$ cat src/hdl/disk_head_scheduler_macros.svh
// Assertion macros for the disk head scheduler
`ifndef DISK_HEAD_SCHEDULER_MACROS_SVH
`define DISK_HEAD_SCHEDULER_MACROS_SVH
`ifndef NO_ASSERTIONS
// Same-cycle implication, sampled on clk, off while rst_n is low
`define DHS_ASSERT_IMP(label, ante, cons) \
  label: assert property (@(posedge clk) disable iff (!rst_n) (ante) |-> (cons)) \
    else $error("disk head scheduler check failed");
// Next-cycle implication, sampled on clk, off while rst_n is low
`define DHS_ASSERT_NEXT(label, ante, cons) \
  label: assert property (@(posedge clk) disable iff (!rst_n) (ante) |=> (cons)) \
    else $error("disk head scheduler check failed");
`else
`define DHS_ASSERT_IMP(label, ante, cons)
`define DHS_ASSERT_NEXT(label, ante, cons)
`endif
`endif

$ cat src/hdl/dhs_pkg.sv
// Shared constants, codes and controller/datapath interface types
package dhs_pkg;
  localparam int QUEUE_DEPTH  = 32;
  localparam int CYL_BITS     = 12;
  localparam int IDX_BITS     = $clog2(QUEUE_DEPTH);
  localparam int CNT_BITS     = $clog2(QUEUE_DEPTH + 1);
  localparam int CCNT_BITS    = CYL_BITS + 1;
  localparam int TOTAL_BITS   = 18;
  localparam int MODE_BITS    = 3;
  localparam int CFG_IDX_BITS = 2;

  localparam logic [CCNT_BITS-1:0] CYL_SPAN = CCNT_BITS'(1) << CYL_BITS;
  localparam logic [CNT_BITS-1:0]  QUEUE_FULL = CNT_BITS'(QUEUE_DEPTH);

  typedef logic [CFG_IDX_BITS-1:0] cfg_idx_t;
  localparam cfg_idx_t REG_MODE   = 2'd0;
  localparam cfg_idx_t REG_START  = 2'd1;
  localparam cfg_idx_t REG_CCOUNT = 2'd2;

  typedef logic [MODE_BITS-1:0] mode_t;
  localparam mode_t MODE_FCFS  = 3'd0;
  localparam mode_t MODE_SSTF  = 3'd1;
  localparam mode_t MODE_SCAN  = 3'd2;
  localparam mode_t MODE_CSCAN = 3'd3;
  localparam mode_t MODE_LOOK  = 3'd4;
  localparam mode_t MODE_CLOOK = 3'd5;

  typedef enum logic [1:0] {SET_ALL, SET_LOW, SET_HIGH} set_sel_t;
  typedef enum logic [1:0] {KEY_FIRST, KEY_NEAR, KEY_ASC, KEY_DESC} key_sel_t;
  typedef enum logic [1:0] {SRC_BEST, SRC_ZERO, SRC_END} src_sel_t;

  typedef struct packed {
    logic     scan_start;
    set_sel_t set_sel;
    key_sel_t key_sel;
    logic     emit;
    src_sel_t src;
    logic     jump;
    logic     flush;
    logic     finish;
  } dhs_cmd_t;

  typedef struct packed {
    logic scan_done;
    logic found;
    logic head_zero;
    logic head_end;
    logic pend_v;
    logic out_free;
  } dhs_sts_t;
endpackage

$ cat src/hdl/dhs_datapath.sv
// Request queue, selection scan, head/total tracking and result registers
module dhs_datapath import dhs_pkg::*; (
  input  logic                  clk,
  input  logic                  rst_n,
  input  logic                  in_fire,
  input  logic                  sched_start,
  input  logic [CYL_BITS-1:0]   in_cyl,
  input  logic [CYL_BITS-1:0]   start_pos,
  input  logic [CCNT_BITS-1:0]  cyl_count,
  input  dhs_cmd_t              cmd,
  output dhs_sts_t              sts,
  input  logic                  out_stall,
  output logic                  out_valid,
  output logic [CYL_BITS-1:0]   out_target,
  output logic [CYL_BITS-1:0]   out_dist,
  output logic [TOTAL_BITS-1:0] out_total,
  output logic                  out_last
);
  logic [CYL_BITS-1:0]   mem [QUEUE_DEPTH];
  logic [CNT_BITS-1:0]   cnt_r, sc_r;
  logic                  scanning_r, cmp_v_r, found_r;
  logic [IDX_BITS-1:0]   cmp_idx_r, best_idx_r;
  logic [CYL_BITS-1:0]   rd_data_r, best_val_r, best_key_r;
  logic [QUEUE_DEPTH-1:0] served_r;
  logic [CYL_BITS-1:0]   head_r;
  logic [TOTAL_BITS-1:0] total_r;
  logic                  pend_v_r;
  logic [CYL_BITS-1:0]   pend_tgt_r, pend_dist_r;
  logic [TOTAL_BITS-1:0] pend_tot_r;
  logic                  out_v_r, out_last_r;
  logic [CYL_BITS-1:0]   out_tgt_r, out_dist_r;
  logic [TOTAL_BITS-1:0] out_tot_r;

  logic [CYL_BITS-1:0]   end_cyl, key, tgt, mv_dist;
  logic                  elig, take, scan_done, out_free, load_out;
  logic [TOTAL_BITS:0]   sum_emit, sum_jump;
  logic [TOTAL_BITS-1:0] tot_emit, tot_jump;

  always_comb begin
    if (cyl_count == '0) begin
      end_cyl = '0;
    end else if (cyl_count > CYL_SPAN) begin
      end_cyl = '1;
    end else begin
      end_cyl = CYL_BITS'(cyl_count - CCNT_BITS'(1));
    end
  end

  always_comb begin
    case (cmd.set_sel)
      SET_LOW:  elig = rd_data_r < start_pos;
      SET_HIGH: elig = rd_data_r >= start_pos;
      default:  elig = 1'b1;
    endcase
    elig = elig && !served_r[cmp_idx_r];
    case (cmd.key_sel)
      KEY_NEAR: key = (rd_data_r >= head_r) ? rd_data_r - head_r : head_r - rd_data_r;
      KEY_ASC:  key = rd_data_r;
      KEY_DESC: key = ~rd_data_r;
      default:  key = '0;
    endcase
    take = cmp_v_r && elig && (!found_r || key < best_key_r);
  end

  always_comb begin
    case (cmd.src)
      SRC_ZERO: tgt = '0;
      SRC_END:  tgt = end_cyl;
      default:  tgt = best_val_r;
    endcase
    mv_dist  = (tgt >= head_r) ? tgt - head_r : head_r - tgt;
    sum_emit = {1'b0, total_r} + (TOTAL_BITS+1)'(mv_dist);
    sum_jump = {1'b0, total_r} + (TOTAL_BITS+1)'(end_cyl);
    tot_emit = sum_emit[TOTAL_BITS] ? '1 : sum_emit[TOTAL_BITS-1:0];
    tot_jump = sum_jump[TOTAL_BITS] ? '1 : sum_jump[TOTAL_BITS-1:0];
  end

  assign scan_done = scanning_r && !cmp_v_r && (sc_r == cnt_r);
  assign out_free  = !out_v_r || !out_stall;
  assign load_out  = (cmd.emit && pend_v_r) || cmd.flush;

  always_ff @(posedge clk) begin
    if (!rst_n) begin
      cnt_r      <= '0;
      sc_r       <= '0;
      scanning_r <= 1'b0;
      cmp_v_r    <= 1'b0;
      found_r    <= 1'b0;
      served_r   <= '0;
      pend_v_r   <= 1'b0;
      out_v_r    <= 1'b0;
    end else begin
      if (in_fire && cnt_r < QUEUE_FULL) begin
        cnt_r <= cnt_r + CNT_BITS'(1);
      end
      if (cmd.finish) begin
        cnt_r <= '0;
      end
      if (sched_start) begin
        served_r <= '0;
      end
      if (cmd.scan_start) begin
        scanning_r <= 1'b1;
        sc_r       <= '0;
        found_r    <= 1'b0;
        cmp_v_r    <= 1'b0;
      end else begin
        if (scanning_r) begin
          if (sc_r < cnt_r) begin
            cmp_v_r <= 1'b1;
            sc_r    <= sc_r + CNT_BITS'(1);
          end else begin
            cmp_v_r <= 1'b0;
            if (!cmp_v_r) begin
              scanning_r <= 1'b0;
            end
          end
        end
        if (take) begin
          found_r <= 1'b1;
        end
      end
      if (cmd.emit) begin
        pend_v_r <= 1'b1;
        if (cmd.src == SRC_BEST) begin
          served_r[best_idx_r] <= 1'b1;
        end
      end
      if (cmd.flush) begin
        pend_v_r <= 1'b0;
      end
      if (load_out) begin
        out_v_r <= 1'b1;
      end else if (!out_stall) begin
        out_v_r <= 1'b0;
      end
    end
  end

  always_ff @(posedge clk) begin
    if (in_fire && cnt_r < QUEUE_FULL) begin
      mem[cnt_r[IDX_BITS-1:0]] <= in_cyl;
    end
    if (sc_r < cnt_r) begin
      rd_data_r <= mem[sc_r[IDX_BITS-1:0]];
    end
    cmp_idx_r <= sc_r[IDX_BITS-1:0];
  end

  always_ff @(posedge clk) begin
    if (take) begin
      best_idx_r <= cmp_idx_r;
      best_val_r <= rd_data_r;
      best_key_r <= key;
    end
    if (sched_start) begin
      head_r  <= start_pos;
      total_r <= '0;
    end else if (cmd.emit) begin
      head_r  <= tgt;
      total_r <= tot_emit;
    end else if (cmd.jump) begin
      head_r  <= '0;
      total_r <= tot_jump;
    end
    if (cmd.emit) begin
      pend_tgt_r  <= tgt;
      pend_dist_r <= mv_dist;
      pend_tot_r  <= tot_emit;
    end
    if (load_out) begin
      out_tgt_r  <= pend_tgt_r;
      out_dist_r <= pend_dist_r;
      out_tot_r  <= pend_tot_r;
      out_last_r <= cmd.flush;
    end
  end

  assign sts.scan_done = scan_done;
  assign sts.found     = found_r;
  assign sts.head_zero = head_r == '0;
  assign sts.head_end  = head_r == end_cyl;
  assign sts.pend_v    = pend_v_r;
  assign sts.out_free  = out_free;

  assign out_valid  = out_v_r;
  assign out_target = out_tgt_r;
  assign out_dist   = out_dist_r;
  assign out_total  = out_tot_r;
  assign out_last   = out_last_r;
endmodule

$ cat src/hdl/dhs_ctrl.sv
// Schedule sequencer: load, scan, emit, end-of-disk moves and final flush
module dhs_ctrl import dhs_pkg::*; (
  input  logic     clk,
  input  logic     rst_n,
  input  logic     final_fire,
  input  mode_t    mode,
  input  dhs_sts_t sts,
  output dhs_cmd_t cmd,
  output logic     load_en
);
  typedef enum logic [2:0] {
    S_LOAD, S_NEXT, S_SCAN, S_FIX, S_EMIT, S_JUMP, S_FLUSH
  } state_t;
  typedef enum logic {PH_A, PH_B} phase_t;

  state_t   state_r;
  phase_t   ph_r;
  src_sel_t src_r;
  set_sel_t set_sel;
  key_sel_t key_sel;
  logic     two_phase, has_fix;

  always_comb begin
    set_sel   = SET_ALL;
    key_sel   = KEY_FIRST;
    two_phase = 1'b1;
    has_fix   = 1'b0;
    unique case (mode)
      MODE_SSTF: begin
        key_sel   = KEY_NEAR;
        two_phase = 1'b0;
      end
      MODE_SCAN: begin
        has_fix = 1'b1;
        set_sel = (ph_r == PH_A) ? SET_LOW : SET_HIGH;
        key_sel = (ph_r == PH_A) ? KEY_DESC : KEY_ASC;
      end
      MODE_CSCAN: begin
        has_fix = 1'b1;
        set_sel = (ph_r == PH_A) ? SET_HIGH : SET_LOW;
        key_sel = KEY_ASC;
      end
      MODE_LOOK: begin
        set_sel = (ph_r == PH_A) ? SET_HIGH : SET_LOW;
        key_sel = (ph_r == PH_A) ? KEY_ASC : KEY_DESC;
      end
      MODE_CLOOK: begin
        set_sel = (ph_r == PH_A) ? SET_HIGH : SET_LOW;
        key_sel = KEY_ASC;
      end
      default: begin
        two_phase = 1'b0;
      end
    endcase
  end

  always_comb begin
    cmd         = '0;
    cmd.set_sel = set_sel;
    cmd.key_sel = key_sel;
    cmd.src     = src_r;
    unique case (state_r)
      S_NEXT:  cmd.scan_start = 1'b1;
      S_EMIT:  cmd.emit = !sts.pend_v || sts.out_free;
      S_JUMP:  cmd.jump = 1'b1;
      S_FLUSH: begin
        cmd.flush  = sts.pend_v && sts.out_free;
        cmd.finish = !sts.pend_v || sts.out_free;
      end
      default: ;
    endcase
  end

  assign load_en = state_r == S_LOAD;

  always_ff @(posedge clk) begin
    if (!rst_n) begin
      state_r <= S_LOAD;
      ph_r    <= PH_A;
      src_r   <= SRC_BEST;
    end else begin
      unique case (state_r)
        S_LOAD: begin
          if (final_fire) begin
            ph_r    <= PH_A;
            state_r <= S_NEXT;
          end
        end
        S_NEXT: state_r <= S_SCAN;
        S_SCAN: begin
          if (sts.scan_done) begin
            if (sts.found) begin
              src_r   <= SRC_BEST;
              state_r <= S_EMIT;
            end else if (two_phase && ph_r == PH_A) begin
              if (has_fix) begin
                state_r <= S_FIX;
              end else begin
                ph_r    <= PH_B;
                state_r <= S_NEXT;
              end
            end else begin
              state_r <= S_FLUSH;
            end
          end
        end
        S_FIX: begin
          if (mode == MODE_SCAN) begin
            if (!sts.head_zero) begin
              src_r   <= SRC_ZERO;
              state_r <= S_EMIT;
            end else begin
              ph_r    <= PH_B;
              state_r <= S_NEXT;
            end
          end else if (!sts.head_end) begin
            src_r   <= SRC_END;
            state_r <= S_EMIT;
          end else begin
            state_r <= S_JUMP;
          end
        end
        S_EMIT: begin
          if (cmd.emit) begin
            unique case (src_r)
              SRC_ZERO: begin
                ph_r    <= PH_B;
                state_r <= S_NEXT;
              end
              SRC_END: state_r <= S_JUMP;
              default: state_r <= S_NEXT;
            endcase
          end
        end
        S_JUMP: begin
          ph_r    <= PH_B;
          state_r <= S_NEXT;
        end
        S_FLUSH: begin
          if (cmd.finish) begin
            state_r <= S_LOAD;
          end
        end
        default: state_r <= S_LOAD;
      endcase
    end
  end
endmodule

$ cat src/hdl/disk_head_scheduler.sv
// Disk head scheduler top level: config registers, sequencer and datapath
// A request without the final mark is written straight into the queue.
// A final request starts a schedule; each result costs one scan of the n stored
// requests (start, scan over the queue, emit) plus result-side stalls.
// Throughput: one request per cycle while loading, no loading while a schedule runs.
// Reset: queue empty, mode FCFS, start 0, cylinder count 4096; no clearing pass.
`include "disk_head_scheduler_macros.svh"
module disk_head_scheduler import dhs_pkg::*; (
  input  logic                  clk,
  input  logic                  rst_n,
  // request channel
  input  logic                  in_valid,
  output logic                  in_stall,
  input  logic [CYL_BITS-1:0]   in_request_cylinder,
  input  logic                  in_final_request,
  // result channel
  output logic                  out_valid,
  input  logic                  out_stall,
  output logic [CYL_BITS-1:0]   out_target_cylinder,
  output logic [CYL_BITS-1:0]   out_move_distance,
  output logic [TOTAL_BITS-1:0] out_total_seek,
  output logic                  out_last_move,
  // configuration write channel
  input  logic                  cfg_valid,
  output logic                  cfg_ready,
  input  cfg_idx_t              cfg_index,
  input  logic [CCNT_BITS-1:0]  cfg_data
);
  mode_t                 mode_r;
  logic [CYL_BITS-1:0]   start_r;
  logic [CCNT_BITS-1:0]  ccount_r;
  logic                  load_en, in_fire, final_fire;
  dhs_cmd_t              cmd;
  dhs_sts_t              sts;

  // Configuration is always taken; the host writes it only while idle.
  assign cfg_ready = 1'b1;

  always_ff @(posedge clk) begin
    if (!rst_n) begin
      mode_r   <= MODE_FCFS;
      start_r  <= '0;
      ccount_r <= CYL_SPAN;
    end else if (cfg_valid) begin
      unique case (cfg_index)
        REG_MODE:   mode_r   <= cfg_data[MODE_BITS-1:0];
        REG_START:  start_r  <= cfg_data[CYL_BITS-1:0];
        REG_CCOUNT: ccount_r <= cfg_data;
        default: ;
      endcase
    end
  end

  // Take requests only while loading; a final request hands over to the sequencer.
  assign in_stall   = !load_en;
  assign in_fire    = in_valid && load_en;
  assign final_fire = in_fire && in_final_request;

  dhs_ctrl u_ctrl (
    .clk        (clk),
    .rst_n      (rst_n),
    .final_fire (final_fire),
    .mode       (mode_r),
    .sts        (sts),
    .cmd        (cmd),
    .load_en    (load_en)
  );

  // The datapath holds one finished result back until the next one exists,
  // so the final move of a schedule can carry its last mark.
  dhs_datapath u_dp (
    .clk         (clk),
    .rst_n       (rst_n),
    .in_fire     (in_fire),
    .sched_start (final_fire),
    .in_cyl      (in_request_cylinder),
    .start_pos   (start_r),
    .cyl_count   (ccount_r),
    .cmd         (cmd),
    .sts         (sts),
    .out_stall   (out_stall),
    .out_valid   (out_valid),
    .out_target  (out_target_cylinder),
    .out_dist    (out_move_distance),
    .out_total   (out_total_seek),
    .out_last    (out_last_move)
  );

  // A new request never arrives while a result is still held back.
  `DHS_ASSERT_IMP(a_load_no_pending, in_fire, !sts.pend_v)
  // Flushing the held result presents it as the last move.
  `DHS_ASSERT_NEXT(a_flush_last, cmd.flush, out_valid && out_last_move)
  // The sequencer issues at most one of scan start, emit, jump and finish per cycle.
  `DHS_ASSERT_IMP(a_one_action, 1'b1, $onehot0({cmd.scan_start, cmd.emit, cmd.jump, cmd.finish}))
endmodule

$ cat config.mk
export PLATFORM = sky130hd
export DESIGN_NAME = disk_head_scheduler
export DESIGN_NICKNAME = d
export VERILOG_FILES = /design/src/hdl/dhs_pkg.sv /design/src/hdl/dhs_datapath.sv /design/src/hdl/dhs_ctrl.sv /design/src/hdl/disk_head_scheduler.sv
export VERILOG_INCLUDE_DIRS = /design/src /design/src/hdl
export SDC_FILE = /design/constraint.sdc
export NUM_CORES = 1
export LEC_CHECK = 0
export BUFFER_PORTS_ARGS = -buffer_cell sky130_fd_sc_hd__buf_2
export CAP_MARGIN = 5
export CELL_PAD_IN_SITES_DETAIL_PLACEMENT = 1
export CELL_PAD_IN_SITES_GLOBAL_PLACEMENT = 2
export CORE_AREA = 4 4 249 251
export DETAILED_ROUTE_END_ITERATION = 16
export DIE_AREA = 0 0 253 255
export PLACE_DENSITY_LB_ADDON = 0.12
export SLEW_MARGIN = 0
export SYNTH_ARGS = -nofsm -noshare
export SYNTH_HDL_FRONTEND = slang
export SYNTH_HIERARCHICAL = 1
export SYNTH_SLANG_ARGS = --single-unit
$ cat constraint.sdc
create_clock -name clk -period 19.7 [get_ports clk]
set_clock_uncertainty 0.15 [all_clocks]
set_input_delay 0.985 -clock clk [delete_from_list [all_inputs] [get_ports clk]]
set_output_delay 0.985 -clock clk [all_outputs]
set_load 0.01 [all_outputs]
---- Yosys cells after proc, flatten, opt, wreduce, memory -nomap -nowiden ----
Memory sizes are Yosys's and may differ from the RTL's. A register that Yosys moved wholly into a read port is not among the register bits.
Cells that the tools add are included.
W data, S select, Z words.
storage, ports and cells
  output and inout port bits .............. 46
  logic and storage cells ................. 205
  register bits after elaboration ......... 232
  RAM bits ................................ 384
  memories ................................ 1
  input bits .............................. 33
memory list
  memory    depth  bits a word  read ports  clocked after Yosys merged registers in  wr ports  line                RTL
  u_dp.mem  32     12           1           1                                        1         dhs_datapath.sv:19  logic [CYL_BITS-1:0] mem [QUEUE_DEPTH];
cells by class
  bitwise gates (word level) .............. 4
  equal/unequal tests ..................... 36
  mux-type cells .......................... 71
  magnitude comparators ................... 11
  reduce and logical (&&, ||, !) cells .... 46
  add/subtract/negate cells ............... 9
operators with widths
  operator                count
  $mux W32                4
  $mux W12                7
  $mux W18                4
  $sub A12 B12 Y12        4
  $add A18 B12 Y19        2
  $ge A12 B12 Y1          3
  $pmux W12 S3            1
  $or A32 B32 Y32         1
  $mux W1                 28
  $mux W3                 9
  $lt A12 B12 Y1          2
  $pmux W12 S2            1
  $pmux W3 S7             1
  $mux W2                 9
  $ne A2 B1 Y1 const B    8
  $eq A3 B3 Y1 const B    5
  $gt A13 B13 Y1 const B  1
  $logic_not A13 Y1       1
  $add A6 B1 Y6 const B   2
  $eq A12 B12 Y1          1
  $eq A3 B2 Y1 const B    4
  $logic_and A1 B1 Y1     12
  $logic_not A12 Y1       1
  $lt A5 B6 Y1 const B    2
  32 further kinds        64

---- Longest topological paths before layout ----
Gate-level depths: netlist of run 1.
  depth in word-level cells ............... 9
  depth in mapped cells ................... 30
  mapped depth without buffers ............ 28

---- Hierarchy ----
Netlist of run 1, hierarchy kept.
modules (own cells, without submodules)
  module               cells each  times used  area each (µm²)  seq. area each (µm²)
  dhs_datapath         1,858       1           27,301.2         17,116.4
  disk_head_scheduler  111         1           1,132.3          560.5
  dhs_ctrl             81          1           628.1            120.1

---- Worst setup path before layout of run 1 ----
OpenSTA, ideal clock, no wires.
  kind .................................... input to register
  from .................................... input out_stall
  to ...................................... register u_dp.out_dist_r[0] (netlist: u_dp/out_dist[0]) (enable)
  setup time .............................. 0.397 ns
  slack ................................... 11.686 ns
  stages on the path ...................... 7
  data required time ...................... 19.153 ns
  arrival time ............................ 7.467 ns
  cells stage by stage .................... nand2_1 > buf_4 > nor2b_1 > nor4b_1 > clkbuf_1 > a21oi_1 > inv_1
RTL lines
  item                    line                       RTL
  start: declaration      disk_head_scheduler.sv:18  input logic out_stall,
  end signal: assignment  dhs_datapath.sv:173        out_dist_r <= pend_dist_r;
  end: declaration        dhs_datapath.sv:31         logic [CYL_BITS-1:0] out_tgt_r, out_dist_r;

---- Final worst setup path of run 1 ----
  from .................................... register ccount_r[0]
  to ...................................... register u_dp.total_r[17]
on the way
  word-level cells in the longest chain between the ends .. 9
  elaborated cells between the ends (all ways) .. 16
ends and longest elaborated chain
  item                                                       line                                    RTL
  start: declaration                                         disk_head_scheduler.sv:31               logic [CCNT_BITS-1:0] ccount_r;
  start signal: assignment                                   disk_head_scheduler.sv:48               REG_CCOUNT: ccount_r <= cfg_data;
  $sub A12 B1 Y12 / $gt A13 B13 Y1 (equally long branches)   dhs_datapath.sv:45, dhs_datapath.sv:42
  $mux W12                                                   dhs_datapath.sv:42                      end else if (cyl_count > CYL_SPAN) begin
  $mux W12 *                                                 dhs_datapath.sv:40                      if (cyl_count == '0) begin
  $pmux W12 S2 *                                             dhs_datapath.sv:66                      case (cmd.src)
  named net u_dp.tgt[1]                                      dhs_datapath.sv:34                      logic [CYL_BITS-1:0] end_cyl, key, tgt, mv_dist;
  $sub A12 B12 Y12 / $ge A12 B12 Y1 (equally long branches)  dhs_datapath.sv:71                      mv_dist = (tgt >= head_r) ? tgt - head_r : head_r - tgt;
  $mux W12 *                                                 dhs_datapath.sv:71
  named net u_dp.mv_dist[5]                                  dhs_datapath.sv:34
  $add A18 B12 Y19 *                                         dhs_datapath.sv:72                      sum_emit = {1'b0, total_r} + (TOTAL_BITS+1)'(mv_dist);
  $mux W18 *                                                 dhs_datapath.sv:74                      tot_emit = sum_emit[TOTAL_BITS] ? '1 : sum_emit[TOTAL_BITS-1:0];
  $mux W18 *                                                 dhs_datapath.sv:159                     end else if (cmd.emit) begin
  end signal: assignment                                     dhs_datapath.sv:161                     total_r <= tot_emit;
  end signal: assignment                                     dhs_datapath.sv:164                     total_r <= tot_jump;
  end: declaration                                           dhs_datapath.sv:26                      logic [TOTAL_BITS-1:0] total_r;
The timed path passes the listed nets; every way through them passes the cells marked *. The select of a mux whose other input is x is not followed.
A chain may end at the register's enable or synchronous reset.

==> impl_metrics.csv, run 1 <==
group,metric,value,unit
placement,portBuffers,77,
global_routing,grt.overflow.total,0,
global_routing,antenna_found_initial,0,
placement,dpl_cell_area,0.0302,mm^2
sta,relSlewSlack,0.136,
route,ant_nets,0,
logic_synthesis,synth_top_area_share,0.539,
sta,period_share,0.385,
power,power_leakage,11.3,nW
die,start_util,0.485,
placement,place_ws,12.22,ns
sta,fin_ws,12.12,ns
route,firstDrtPassIters,5,
clock_tree,cts_sinks,628,
power,cellPowerDensity,127,mW/mm^2
die,die_x,253,um
power,power.internal,0.00279,W
global_routing,grt_pass1_wl,113000,um
route,wl_per_cell,25.0,um
setup_path,worstPathMaxFanout,14,
die,top_level_ports,79,
clock_tree,path_clk_slew,0.06,ns
logic_synthesis,synth_most_common_cell,"edfxtp_1",
global_routing,grt_start_max_net_pins,87,
sta,hold_viol,0,
worst_hold_path,hp-start,"u_dp/pend_tot_r[1]$_DFFE_PP_",
route,drt-vias-per-instance,5.82,
finish,final_area,0.0326,mm^2
logic_synthesis,syn_inst,2050,
clock_tree,root_buffer,"clkbuf_16",
clock_tree,clk-insertion-delay-late,0.62,ns
setup_path,r2r_slack,12.12,ns
logic_synthesis,synth_seq_area_share,0.612,
logic_synthesis,yosys-top-cells-count,"edfxtp_1 (522), inv_1 (146), mux4_2 (129)",
die,die_area,0.0645,mm^2
sta,rsz0062_at_grt,"false",
route,routed_wl,74100,um
logic_synthesis,yosys.area.top_type,"edfxtp_1",
clock_tree,cts_setup_buffers,0,
power,swShare,0.326,
finish,drive_above_1_share,0.178,
logic_synthesis,synth_ff_type,"edfxtp_1",
setup_path,crit_path_start,"ccount_r[0]$_SDFFE_PN0P_",
setup_path,arrival,7.92,ns
global_routing,grt_use_total,0.232,
setup_path,r2r_cells,26,
power,pwr-share-seq,0.394,
logic_synthesis,synth_edf_count,522,
power,vdd_drop_max,0.0976,mV
setup_path,worst_ep_required_time,20.05,ns
setup_path,reg2reg_from,"ccount_r[0]$_SDFFE_PN0P_",
clock_tree,cts_tree,"yes",
clock_tree,cts_buffers,69,
sta,worstMarginPinSlew,1.29,ns
power,p_sw,0.00135,W
global_routing,grt_pass1_vias,18200,
sta,tns,0,ns
worst_hold_path,min_path_type,"reg -> reg",
placement,dp_hpwl,51800,um
logic_synthesis,synth_area_leaders,"edfxtp_1 (54%), mux4_2 (10%), dfxtp_1 (7.3%), ha_1 (4.8%), inv_1 (1.9%)",
sta,setup_viol,0,
flow_run,cap_violations,0,
setup_path,r2r_end,"u_dp/total_r[17]$_SDFFE_PP0P_",
placement,gp_congestion,0.876,
sta,final.min_clock_period,7.58,ns
outcome,outcome,"complete, no violations",
setup_path,setup.worst_path.class,"reg -> reg",
route,num_vias,17300,
logic_synthesis,synth_nets,2201,
route,drc,0,
die,core,0.0599,mm^2
finish,syn_to_final_growth,12.2,%
finish,insertedDiodeCount,0,
logic_synthesis,async_reset_ff_frac,0,
route,initialDrtViolationCount,1108,
logic_synthesis,avgSynthCellArea,14.2,um^2
logic_synthesis,yosysUniqueCellTypes,96,
logic_synthesis,yosysWarnings,6,
logic_synthesis,synth_area,0.0291,mm^2
setup_path,cp-endpoint,"u_dp/total_r[17]$_SDFFE_PP0P_",
power,share_comb_of_total_power,0.286,
setup_path,critPathCaptureType,"flop",
power,clkPwrFrac,0.320,
logic_synthesis,synth_seq_cells,628,
sta,timing.fmax,0.132,GHz
clock_tree,htreeDepth,3,
clock_tree,clockBufferDepth,3,
setup_path,critPathLaunchType,"flop",
sta,final_max_slew_viol_count,0,
die,rows,90,
die,die-height,255,um
finish,layout.nets,2278,
clock_tree,hold_buffers,0,
clock_tree,postCtsResizedCells,0,
[state kept, by name, indices dropped and copies added (netlist names), 13 cells and up]
register and flops:
u_dp/mem 384, u_dp/served_r 32, u_dp/out_total 18, u_dp/pend_tot_r 18
u_dp/total_r 18, ccount_r 13
[power by group through the flow]
stage	Combinational (W)	Clock [W]	Sequential (W)
2_1_floorplan	0.000851	0	0.00161
3_3_place_gp	0.00114	0	0.00166
3_5_place_dp	0.00117	0	0.00166
4_1_cts	0.00118	0.00136	0.00164
5_1_grt	0.00130	0.00142	0.00164
6_report	0.00118	0.00133	0.00163
[routing by layer]
layer,vias to the layer above,global-route usage,routed length [um]
met1,8876,0.311,32200
met5,-,0,0
met4,0,0.0586,1670
met3,84,0.0369,3140
met2,375,0.401,37100
li1,7931,-,-
[critical path, cell delays in order, from the launching register on]
cell and delay, ns:
dfxtp_1 0.40, inv_1 0.12, ha_1 0.24, nand2b_1 0.31, nor3_4 0.08, and3b_2 0.24
maj3_1 0.46, o22ai_1 0.33, inv_1 0.16, fa_1 0.43, nor2b_1 0.17, o211ai_1 0.11
a21boi_0 0.34, o41ai_1 0.17, o21ai_1 0.64, buf_4 0.31, mux2_2 0.35, a21oi_1 0.14
xnor2_1 0.17, ha_1 0.27, or4_1 0.41, nor3b_1 0.33, o21ai_1 0.19, nand3_1 0.47
nand3_1 0.15, o31ai_1 0.23, o22ai_1 0.09
[cell families (layout without fill, tap and decap cells)]
family,after synthesis,in the layout,synth area share
XOR/XNOR,63,63,0.0190
buffers and inverters,244,377,0.0335
AND/OR/NAND/NOR,471,471,0.0843
multiplexers,196,196,0.124
other,1,1,0.000129
flip-flops,628,628,0.612
AO/OA/AOI/OAI,327,327,0.0738
adder cells (fa/ha/maj),120,120,0.0530
[layout make-up]
cell class                 count  area, um^2
multi-input combinational   1178       10300
tap                          782         978
clock inverter                39         514
timing repair buffer         103         584
clock buffer                  88        1860
sequential                   628       17800
fill                        5733       27300
inverter                     147         552
[how the worst min path moves through the flow]
stage	end	depth (start not counted)
global placement	u_dp/out_total[2]$_DFFE_PP_	0
detailed placement	u_dp/out_target[10]$_DFFE_PP_	0
finish	u_dp/out_total[1]$_DFFE_PP_	0
global route	u_dp/out_total[1]$_DFFE_PP_	0
floorplan	u_dp/cmp_idx_r[2]$_DFF_P_	0
CTS	u_dp/out_total[16]$_DFFE_PP_	0
[cell usage in the layout, fill, tap and decap left out, types with 14 or more instances in the layout]
cell / n
edfxtp_1: 522
inv_1: 145
mux4_2: 129
nand2_1: 121
ha_1: 112
nor2_1: 111
dfxtp_1: 103
buf_2: 77
a21oi_1: 73
clkbuf_16: 70
o21ai_0: 50
mux2i_1: 48
xnor2_1: 43
o22ai_1: 41
and2_1: 35
nand3_1: 34
nor2b_1: 28
buf_4: 25
nor3_1: 24
o21ai_1: 22
o211ai_1: 21
a21o_1: 21
xor2_1: 20
nand2b_1: 20
mux2_2: 19
nand4_1: 17
clkinv_1: 14
clkbuf_1: 14
o21a_1: 14
[stage by stage]
step | total power (W) | hold WS [ns] | utilization | instances
global placement | 0.00280 | 0.251 | 0.504 | 2837
detailed placement | 0.00284 | 0.256 | 0.504 | 2837
global route | 0.00436 | 0.269 | 0.544 | 2965
CTS | 0.00418 | 0.270 | 0.544 | 2964
finish | 0.00415 | 0.266 | 0.544 | 2965
floorplan | 0.00246 | 0.203 | - | 2050
No activity file was read; power rests on OpenSTA's default activity.
==> run 2: changes to the inputs <==
- CORE_AREA: 4 4 249 251 -> 4 4 272 274
- DIE_AREA: 0 0 253 255 -> 0 0 276 278
- clock period: 19.7 -> 6.05 ns (I/O delays scaled with it)
==> run 2 against run 1 <==
Effect of this change: first-iteration DRC count is 14% higher; core utilization is 6.6 points lower; final cell count is 9.9% higher; critical path depth is 1 higher; worst hold slack worse by 0.21 ns; non-clock buffer count is 120 higher; highest routed layer unchanged; clock-buffer cell count is 10 higher; fmax is 27% higher; global-route usage is 3.0 points lower; clock power grew to 3.3 times the previous value; sequential cell count stayed put; sequential power grew to 3.2 times the previous value.
==> impl_metrics.csv, run 2 (synthesized netlist as in run 1, its figures left out) <==
group,metric,value,unit
outcome,outcome,"complete, no violations",
global_routing,use_met2,0.335,
clock_tree,root_buffer,"clkbuf_16",
global_routing,grt.overflow.total,0,
die,rows,98,
clock_tree,cts_tree,"yes",
setup_path,worst_ep_required_time,6.27,ns
setup_path,critPathLaunchType,"flop",
placement,dp_cells,3093,
worst_hold_path,hp-start,"in_request_cylinder[5]",
sta,worstMarginPinSlew,1.27,ns
sta,rsz0062_at_grt,"true",
finish,final_area,0.0341,mm^2
finish,final_common_cell,"edfxtp_1",
clock_tree,clockBufferDepth,3,
setup_path,critPathCaptureType,"flop",
sta,period_share,0.985,
global_routing,antenna_found_initial,0,
sta,fin_ws,0.0898,ns
route,drc,0,
placement,place_ws,-0.231,ns
finish,fill_cells,7147,
sta,final_max_slew_viol_count,0,
die,die_area,0.0767,mm^2
route,num_vias,17800,
clock_tree,cts_buffers,73,
worst_hold_path,min_path_type,"in -> reg",
global_routing,grt.busiest_layer,"met2",
die,core,0.0714,mm^2
finish,syn_to_final_growth,17.3,%
finish,insertedDiodeCount,0,
sta,setup_viol,0,
flow_run,cap_violations,0,
die,die_x,276,um
clock_tree,clk-insertion-delay-late,0.64,ns
sta,timing.fmax,0.168,GHz
placement,gp_congestion,0.862,
route,initialDrtViolationCount,1262,
global_routing,grt_use_total,0.202,
die,start_util,0.407,
finish,layout.nets,2402,
setup_path,worstPathMaxFanout,6,
global_routing,grt_pass1_vias,18600,
setup_path,crit_path_start,"ccount_r[3]$_SDFFE_PN0P_",
power,cellPowerDensity,418,mW/mm^2
power,power_leakage,12.0,nW
route,wl_per_cell,24.0,um
placement,dpl_cell_area,0.0311,mm^2
finish,instances_no_fill,3259,
clock_tree,htreeDepth,3,
die,die-height,278,um
sta,tns,0,ns
sta,final.min_clock_period,5.96,ns
finish,largest_register_ffs,384,
route,ant_nets,0,
route,drt-vias-per-instance,5.48,
clock_tree,cts_sinks,628,
placement,portBuffers,77,
finish,mostFrequentLayoutCells,"edfxtp_1 (522), inv_1 (144), mux4_2 (129), buf_4 (127), nand2_1 (120)",
setup_path,setup.worst_path.class,"reg -> reg",
die,top_level_ports,79,
sta,hold_viol,0,
global_routing,grt_start_max_net_pins,101,
global_routing,grtUsageMet3,0.0335,
sta,relSlewSlack,0.151,
global_routing,use_met1,0.276,
route,firstDrtPassIters,5,
global_routing,grt_pass1_wl,119000,um
route,routed_wl,78300,um
power,vdd_drop_max,0.319,mV
clock_tree,path_clk_slew,0.06,ns
placement,dp_hpwl,54900,um
setup_path,arrival,6.18,ns
finish,drive_above_1_share,0.236,
setup_path,reg2reg_from,"ccount_r[3]$_SDFFE_PN0P_",
run 2: changes by cell type in the layout (fill, tap and decap cells not counted), moves of 4 or more:
cell / delta
xnor2_1: -4
clkinv_2: +6
bufinv_16: -4
clkbuf_1: +7
a21oi_2: +4
buf_4: +102
clkbuf_16: +4
xnor2_2: +4
clkinv_1: -5
a21oi_1: -4
dlygate4sd3_1: +15
ha_1: -5
mux2i_1: -4
run 2: what timing repair did:
action / CTS / global route
buffers inserted: 0 / 17
pin swaps: 0 / 19
resized for setup: 6 / 55
endpoints found under the setup margin: 31 / 36
endpoints found under the hold margin: 28 / 0
hold buffers: 15 / 0
run 2: layout make-up:
class,instances,area [um^2],area share
Clock buffer,98,1970,0.0578
Clock inverter,35,422,0.0124
Inverter,147,552,0.0162
Multi-Input combinational cell,1178,10600,0.311
Sequential cell,628,17800,0.522
Tap cell,950,1190,0.0349
Timing Repair Buffer,223,1540,0.0452
run 2: worst paths after layout:
kind                                                       to  slack, ns  cells past startpoint
worst max register to register  u_dp/pend_tot_r[13]$_DFFE_PP_       0.09                     27
worst min register to register   u_dp/out_target[6]$_DFFE_PP_       0.27                      0
worst max-delay path            u_dp/pend_tot_r[13]$_DFFE_PP_       0.09                     27
worst min-delay path                 u_dp/mem[8][5]$_DFFE_PP_       0.05                      1
run 2: stage by stage:
step	hold slack, ns	total power (W)	util
6_report	0.0524	0.0142	0.478
5_1_grt	0.0534	0.0150	0.478
4_1_cts	0.0347	0.0141	0.472
3_5_place_dp	0.255	0.00964	0.436
3_3_place_gp	0.251	0.00955	0.436
2_1_floorplan	0.203	0.00802	-
run 2: where the power goes:
group | internal, W | total, W | switching, W
Combinational | 0.00198 | 0.00466 | 0.00269
Clock | 0.00250 | 0.00433 | 0.00182
Sequential | 0.00504 | 0.00525 | 0.000214
run 2: worst max-delay path, cell delays in order, from the launching register on:
cell	delay (ns)
dfxtp_2	0.32
or4_4	0.55
buf_6	0.15
nor3_4	0.12
and3b_2	0.24
a21oi_2	0.08
a21oi_4	0.16
o22ai_4	0.09
inv_2	0.09
ha_4	0.14
fa_2	0.21
nor2b_2	0.05
o211ai_1	0.22
a21boi_2	0.11
o41ai_2	0.34
buf_4	0.18
o21ai_4	0.08
buf_4	0.16
mux2i_4	0.19
ha_1	0.33
a211oi_1	0.25
o21bai_1	0.13
o311a_1	0.41
a221o_1	0.40
o21ai_2	0.23
buf_4	0.15
xor2_1	0.13
nand2_1	0.06
run 2: routing by layer:
layer	part of all wire	wire, um
met5	0	0
met4	0.028	2190
met3	0.039	3080
met1	0.44	34600
met2	0.49	38500
